==> src/hw/rtl/qudit_pair_gate_engine_unit_assert.svh <==
// Assertion macros for the qudit pair gate engine.
// Included inside module bodies that declare clk and rst_n.
`ifndef QUDIT_PAIR_GATE_ENGINE_UNIT_ASSERT_SVH
`define QUDIT_PAIR_GATE_ENGINE_UNIT_ASSERT_SVH

// Property must hold at every clock edge outside reset.
`define QPGE_CHECK(lbl, prop) \
  lbl: assert property (@(posedge clk) disable iff (!rst_n) prop) \
    else $error("qpge assertion failed");

// Condition must never be true outside reset.
`define QPGE_NEVER(lbl, cond) `QPGE_CHECK(lbl, !(cond))

`endif

==> src/hw/rtl/qpge_pkg.sv <==
// Shared types and constants of the qudit pair gate engine.
// No dependencies; used by the interfaces, the MAC datapath and the top level.
package qpge_pkg;

  localparam int AMP_W  = 16;
  localparam int COEF_W = 17;
  localparam int PROD_W = 33;
  localparam int ACC_W  = 40;
  localparam int IDX_W  = 6;
  localparam int OP_W   = 3;

  localparam longint ONE28 = 64'sd1 << 28;
  localparam longint PI28  = 64'sd843314857;

  typedef enum logic [OP_W-1:0] {
    OP_WR_AMP = 3'd0,
    OP_WR_UNI = 3'd1,
    OP_APPLY  = 3'd2,
    OP_DFT    = 3'd3,
    OP_IDFT   = 3'd4,
    OP_CZ     = 3'd5,
    OP_RD_AMP = 3'd6
  } op_t;

  typedef struct packed {
    logic             vld;
    logic             first;
    logic             last;
    logic [IDX_W-1:0] dst;
  } mac_ctl_t;

  typedef struct packed {
    logic             we;
    logic [IDX_W-1:0] addr;
    logic [AMP_W-1:0] re;
    logic [AMP_W-1:0] im;
    logic             sat;
  } amp_wr_t;

endpackage

==> src/hw/rtl/qpge_cmac.sv <==
// Complex multiply-accumulate datapath: product stage, accumulate stage,
// round/saturate to Q1.15 on the last term. Depends on qpge_pkg.
module qpge_cmac (
  input  logic                              clk,
  input  logic                              rst_n,
  input  qpge_pkg::mac_ctl_t                ctl_i,
  input  logic signed [qpge_pkg::AMP_W-1:0]  smp_re_i,
  input  logic signed [qpge_pkg::AMP_W-1:0]  smp_im_i,
  input  logic signed [qpge_pkg::COEF_W-1:0] coef_re_i,
  input  logic signed [qpge_pkg::COEF_W-1:0] coef_im_i,
  output qpge_pkg::amp_wr_t                 wr_o,
  output logic                              busy_o
);
  import qpge_pkg::*;

  localparam logic signed [ACC_W-1:0] HALF = ACC_W'(16384);
  localparam logic signed [ACC_W-1:0] MAXV = ACC_W'(32767);
  localparam logic signed [ACC_W-1:0] MINV = ACC_W'(-32768);

  mac_ctl_t c2_r, c3_r;
  logic signed [PROD_W-1:0] prr_r, pii_r, pri_r, pir_r;
  logic signed [ACC_W-1:0]  acc_re_r, acc_im_r;
  logic signed [ACC_W-1:0]  term_re, term_im;
  logic                     clip_re, clip_im;
  logic signed [AMP_W-1:0]  out_re, out_im;

  function automatic logic signed [AMP_W-1:0] rsat(input logic signed [ACC_W-1:0] a,
                                                   output logic clip);
    logic signed [ACC_W-1:0] q;
    if (a >= 0) begin
      q = (a + HALF) >>> 15;
    end else begin
      q = -((-a + HALF) >>> 15);
    end
    clip = (q > MAXV) || (q < MINV);
    if (q > MAXV) begin
      q = MAXV;
    end else if (q < MINV) begin
      q = MINV;
    end
    return q[AMP_W-1:0];
  endfunction

  // product stage
  always_ff @(posedge clk) begin
    if (!rst_n) begin
      c2_r.vld <= 1'b0;
    end else begin
      c2_r.vld <= ctl_i.vld;
    end
    c2_r.first <= ctl_i.first;
    c2_r.last  <= ctl_i.last;
    c2_r.dst   <= ctl_i.dst;
    prr_r <= coef_re_i * smp_re_i;
    pii_r <= coef_im_i * smp_im_i;
    pri_r <= coef_re_i * smp_im_i;
    pir_r <= coef_im_i * smp_re_i;
  end

  assign term_re = ACC_W'(prr_r) - ACC_W'(pii_r);
  assign term_im = ACC_W'(pri_r) + ACC_W'(pir_r);

  // accumulate stage; restart the sum on the first term of each output
  always_ff @(posedge clk) begin
    if (!rst_n) begin
      c3_r.vld <= 1'b0;
    end else begin
      c3_r.vld <= c2_r.vld && c2_r.last;
    end
    c3_r.first <= c2_r.first;
    c3_r.last  <= c2_r.last;
    c3_r.dst   <= c2_r.dst;
    if (c2_r.vld) begin
      acc_re_r <= c2_r.first ? term_re : acc_re_r + term_re;
      acc_im_r <= c2_r.first ? term_im : acc_im_r + term_im;
    end
  end

  always_comb begin
    out_re = rsat(acc_re_r, clip_re);
    out_im = rsat(acc_im_r, clip_im);
    wr_o.we   = c3_r.vld;
    wr_o.addr = c3_r.dst;
    wr_o.re   = out_re;
    wr_o.im   = out_im;
    wr_o.sat  = clip_re || clip_im;
  end

  assign busy_o = c2_r.vld || c3_r.vld;

endmodule

==> config.mk <==
export PLATFORM = sky130hd
export DESIGN_NAME = qpge_cmac
export DESIGN_NICKNAME = d
export VERILOG_FILES = /design/src/hw/rtl/qudit_pair_gate_engine_unit_assert.svh /design/src/hw/rtl/qpge_pkg.sv /design/src/hw/rtl/qpge_cmac.sv
export SDC_FILE = /design/constraint.sdc
export NUM_CORES = 2
export LEC_CHECK = 0
export BUFFER_PORTS_ARGS = -buffer_cell sky130_fd_sc_hd__buf_4
export CAP_MARGIN = 0
export CORE_ASPECT_RATIO = 0.8
export CORE_MARGIN = 1
export CORE_UTILIZATION = 60
export CTS_BUF_LIST = sky130_fd_sc_hd__clkbuf_8
export DETAILED_ROUTE_END_ITERATION = 8
export HOLD_SLACK_MARGIN = 0.15
export PLACE_DENSITY = 0.83
export SYNTH_ARGS = -nofsm -noshare
export SYNTH_HDL_FRONTEND = slang
export SYNTH_SLANG_ARGS = --single-unit
==> constraint.sdc <==
create_clock -name clk -period 7 [get_ports clk]
set_input_delay 0.7 -clock clk [delete_from_list [all_inputs] [get_ports clk]]
set_output_delay 0.7 -clock clk [all_outputs]
set_load 0.005 [all_outputs]
==> results.toml <==
[setup_path]
crit_buf_inv = 1
worst_path_dominant_cell_family = "simple AND/OR/NAND/NOR gates"
cp-end-kind = "output port"
timing.setup.critical_path_class = "reg -> out"
critical_path_arrival_ps = 6100
path_max_fanout = 10
timing.critical_path.mode_cell = "sky130_fd_sc_hd__nor4_2"
cp_slowest_cell = "sky130_fd_sc_hd__or4_1"
cp_launch_type = "flip-flop"
longest_individual_stage_delay_on_the_worst_path_ps = 760
crit_path_cell_trace = "nor4_2, a41oi_1, or4_1, nor4_2, o211a_1, nand2_1, a2111oi_0, o2111ai_1, nor4_2, and3_1, o2bb2ai_1, buf_4"
critical_path_required_ps = 6300

[logic_synthesis]
postSynthRegisterBits = 228
synthesis.area_mm2 = 0.0590
synth_sequential_area_ratio = 0.0910
dominant_synthesized_flop_cell = "sky130_fd_sc_hd__dfxtp_1"
synth_warnings = 0
synth_cell_type_count = 96
number_of_flops_mapped_to_enable_cells_by_yosys = 80
share_of_flip_flops_with_an_asynchronous_set_or_reset_after_synthesis = 0
yosys.area.top_type = "sky130_fd_sc_hd__fa_1"
post_synthesis_area_per_instance_um2 = 8.83
syn_inst = 6678
postSynthNetCount = 8351
synth.area.top_cells = "sky130_fd_sc_hd__fa_1, sky130_fd_sc_hd__ha_1, sky130_fd_sc_hd__inv_1"
synth_top_area_share = 0.376

[sta]
finalCritPeriodShare = 0.971
worst_slew_pin_slew_ps = 1080
finalCriticalPeriod_ps = 6800
fin_worst_skew_ps = 43.4
finalSetupViolations = 0
max-slew-margin-rel = 0.273
max_clock_freq_mhz = 147
timing_max_transition_violations_final = 0
hold_viol = 0
rsz0062_at_grt = "false"

[clocking]
tritoncts = "built"
cts-buffers-inserted = 44
clock_sink_count = 228
clock_pin_slew_reported_for_the_worst_setup_and_hold_paths_after_clock_tree_synthesis_ps = 60
clk_root_buffer_cell = "sky130_fd_sc_hd__clkbuf_8"
clock_path_buffers = 3
worst_skew_pair.late_latency_ps = 670
htreeDepth = 2

[finish]
filler_cell_count = 7762
nNetsFinal = 8428
layout-drive-gt1-share = 0.0691
synthToLayoutAreaGrowth_pct = 6.96
finish.instance_area_mm2 = 0.0631

[global_routing]
antenna_found_initial = 9
global_route.usage.total = 0.331
grt_pass1_wl_um = 261000
global_route_overflow = 0
number_of_global_route_vias_before_repair = 48400
pin_count_of_the_biggest_net_entering_global_routing = 62

[floorplanning]
start_util = 0.607
boundaryPins = 118
die_width_um = 353
core_region_area_mm2 = 0.0971
die_area_mm2 = 0.0996
floorplan.die.height_um = 282
num_rows = 102

[outcome]
result_of_the_run = "finished, final reports clean"

[drt]
wl_um = 160000
drcViolationCount = 0
final_antenna_net_count = 0
drt_first_pass_iters = 6
drt_first_iter_violations = 4096
drt-vias-per-instance = 5.80
post_drt_wl_per_cell_um = 19.8
via_count = 47000

[run]
maxCapViolCount = 0

[place]
dpl-instance-area_mm2 = 0.0619
dp_hpwl_um = 131000
final_gp_congestion = 0.968
portBuffers = 117

[worst_hold_path]
min_path_type = "in -> reg"
## repair_timing
item,in CTS,in global routing
gates resized for setup,0,10
endpoints found under the setup margin,0,26
hold buffers,7,0
endpoints found under the hold margin,7,0
buffers inserted,0,5
## cell usage after synthesis (124+ instances only)
library cell,n
sky130_fd_sc_hd__dfxtp_1,148
sky130_fd_sc_hd__o21ai_0,168
sky130_fd_sc_hd__and2_1,542
sky130_fd_sc_hd__clkbuf_1,269
sky130_fd_sc_hd__nand2_1,702
sky130_fd_sc_hd__a21oi_1,235
sky130_fd_sc_hd__inv_1,1301
sky130_fd_sc_hd__ha_1,488
sky130_fd_sc_hd__xnor2_1,228
sky130_fd_sc_hd__a21o_1,124
sky130_fd_sc_hd__fa_1,1108
sky130_fd_sc_hd__nor2_1,274
## area by class of cell
class	instances	area [um^2]	share of cell area
flip-flops and latches	228	5370	0.0851
repair buffers	319	2560	0.0406
inverters	1305	4900	0.0776
diodes	6	15.0	0.000238
well taps	1300	1630	0.0258
clock buffers	57	785	0.0124
multi-input cells	4857	47600	0.755
clock inverters	24	181	0.00288
## cell families (layout without fill, tap and decap cells)
logic type / count (synthesis) / after routing / synth area share
adders and majority gates: 1596 / 1596 / 0.480
and+or+nand+nor: 1995 / 1995 / 0.171
DFF: 228 / 228 / 0.0910
other: 0 / 6 / 0
muxes: 31 / 31 / 0.00566
buffers and inverters: 1593 / 1705 / 0.102
xor gates and xnor gates: 332 / 332 / 0.0493
AOI/OAI and AO/OA: 903 / 903 / 0.102
## stage by stage
stage / setup WS [ps] / hold WS [ps] / utilization / setup TNS, ps / std cells
after detailed placement: -110 / 312 / 0.638 / -268 / 7997
after global routing: 2.54 / 163 / 0.650 / 0 / 8094
final: 200 / 177 / 0.650 / 0 / 8096
after global placement: -106 / 311 / 0.638 / -238 / 7997
after floorplan: 139 / 310 / - / 0 / 6678
after CTS: 61.8 / 150 / 0.648 / 0 / 8085
## worst register-to-register path, stage by stage, from the launching register on
cell and delay (ps):
sky130_fd_sc_hd__dfxtp_1 330, sky130_fd_sc_hd__ha_1 260, sky130_fd_sc_hd__fa_1 420, sky130_fd_sc_hd__a21o_1 200, sky130_fd_sc_hd__a21oi_1 260, sky130_fd_sc_hd__o21ai_0 260
sky130_fd_sc_hd__a31oi_1 350, sky130_fd_sc_hd__a211oi_1 220, sky130_fd_sc_hd__o211ai_1 290, sky130_fd_sc_hd__a21boi_0 170, sky130_fd_sc_hd__o41ai_1 650, sky130_fd_sc_hd__o21ai_0 190
sky130_fd_sc_hd__xor2_1 290, sky130_fd_sc_hd__ha_1 350, sky130_fd_sc_hd__a21o_1 190, sky130_fd_sc_hd__a21o_1 170, sky130_fd_sc_hd__a21o_1 190, sky130_fd_sc_hd__a21o_1 180
sky130_fd_sc_hd__a21oi_1 280, sky130_fd_sc_hd__a21oi_1 140, sky130_fd_sc_hd__a211oi_1 280, sky130_fd_sc_hd__xnor2_1 150, sky130_fd_sc_hd__nor2_1 60, sky130_fd_sc_hd__xor2_1 170
## final timing paths
| kind | cells after the start | endpoint | from | slack (ps) |
|---|---|---|---|---|
| setup / recovery | 12 | wr_o[9] | acc_im_r[10] | 200 |
| hold / removal | 1 | c2_r[1] | ctl_i[1] | 180 |
| setup reg to reg | 23 | acc_im_r[39] | pri_r[0] | 650 |
| hold reg to reg | 0 | wr_o[34] | c2_r[1] | 320 |
## state kept, by name, indices dropped and copies added (netlist names)
name / cells
pri_r: 33
pii_r: 33
wr_o: 7
acc_im_r: 40
prr_r: 33
c2_r: 9
acc_re_r: 40
pir_r: 33
## per-layer routing
layer / GRT usage / up-vias / part of all wire
met3: 0.0765 / 333 / 0.10
met4: 0.129 / 10 / 0.042
met1: 0.453 / 23300 / 0.42
met5: 0.00524 / - / 0.00075
li1: - / 21200 / -
met2: 0.512 / 2168 / 0.44
## layout by cell type (no fill, tap or decap), types with 19 or more instances in the layout
| cell type | count |
|---|---|
| sky130_fd_sc_hd__a21oi_1 | 234 |
| sky130_fd_sc_hd__nand3_1 | 62 |
| sky130_fd_sc_hd__o21ai_0 | 168 |
| sky130_fd_sc_hd__nor2b_1 | 35 |
| sky130_fd_sc_hd__nand2b_1 | 53 |
| sky130_fd_sc_hd__a21o_1 | 124 |
| sky130_fd_sc_hd__nand2_1 | 702 |
| sky130_fd_sc_hd__or2_2 | 20 |
| sky130_fd_sc_hd__o31ai_1 | 22 |
| sky130_fd_sc_hd__or3_1 | 33 |
| sky130_fd_sc_hd__a211oi_1 | 28 |
| sky130_fd_sc_hd__o21bai_1 | 32 |
| sky130_fd_sc_hd__inv_1 | 1309 |
| sky130_fd_sc_hd__fa_1 | 1108 |
| sky130_fd_sc_hd__and3_1 | 44 |
| sky130_fd_sc_hd__nor2_1 | 273 |
| sky130_fd_sc_hd__xor2_1 | 104 |
| sky130_fd_sc_hd__o21a_1 | 37 |
| sky130_fd_sc_hd__nor3_1 | 82 |
| sky130_fd_sc_hd__mux2_2 | 19 |
| sky130_fd_sc_hd__and2_1 | 542 |
| sky130_fd_sc_hd__ha_1 | 488 |
| sky130_fd_sc_hd__dfxtp_1 | 146 |
| sky130_fd_sc_hd__a31oi_1 | 42 |
| sky130_fd_sc_hd__edfxtp_1 | 80 |
| sky130_fd_sc_hd__buf_4 | 300 |
| sky130_fd_sc_hd__nor4_1 | 25 |
| sky130_fd_sc_hd__xnor2_1 | 228 |
| sky130_fd_sc_hd__clkbuf_8 | 57 |
| sky130_fd_sc_hd__nand4_1 | 38 |
Power is left out: the tool's default activity adds up to more than one toggle a clock period on the data nets, which glitch-free logic cannot reach.
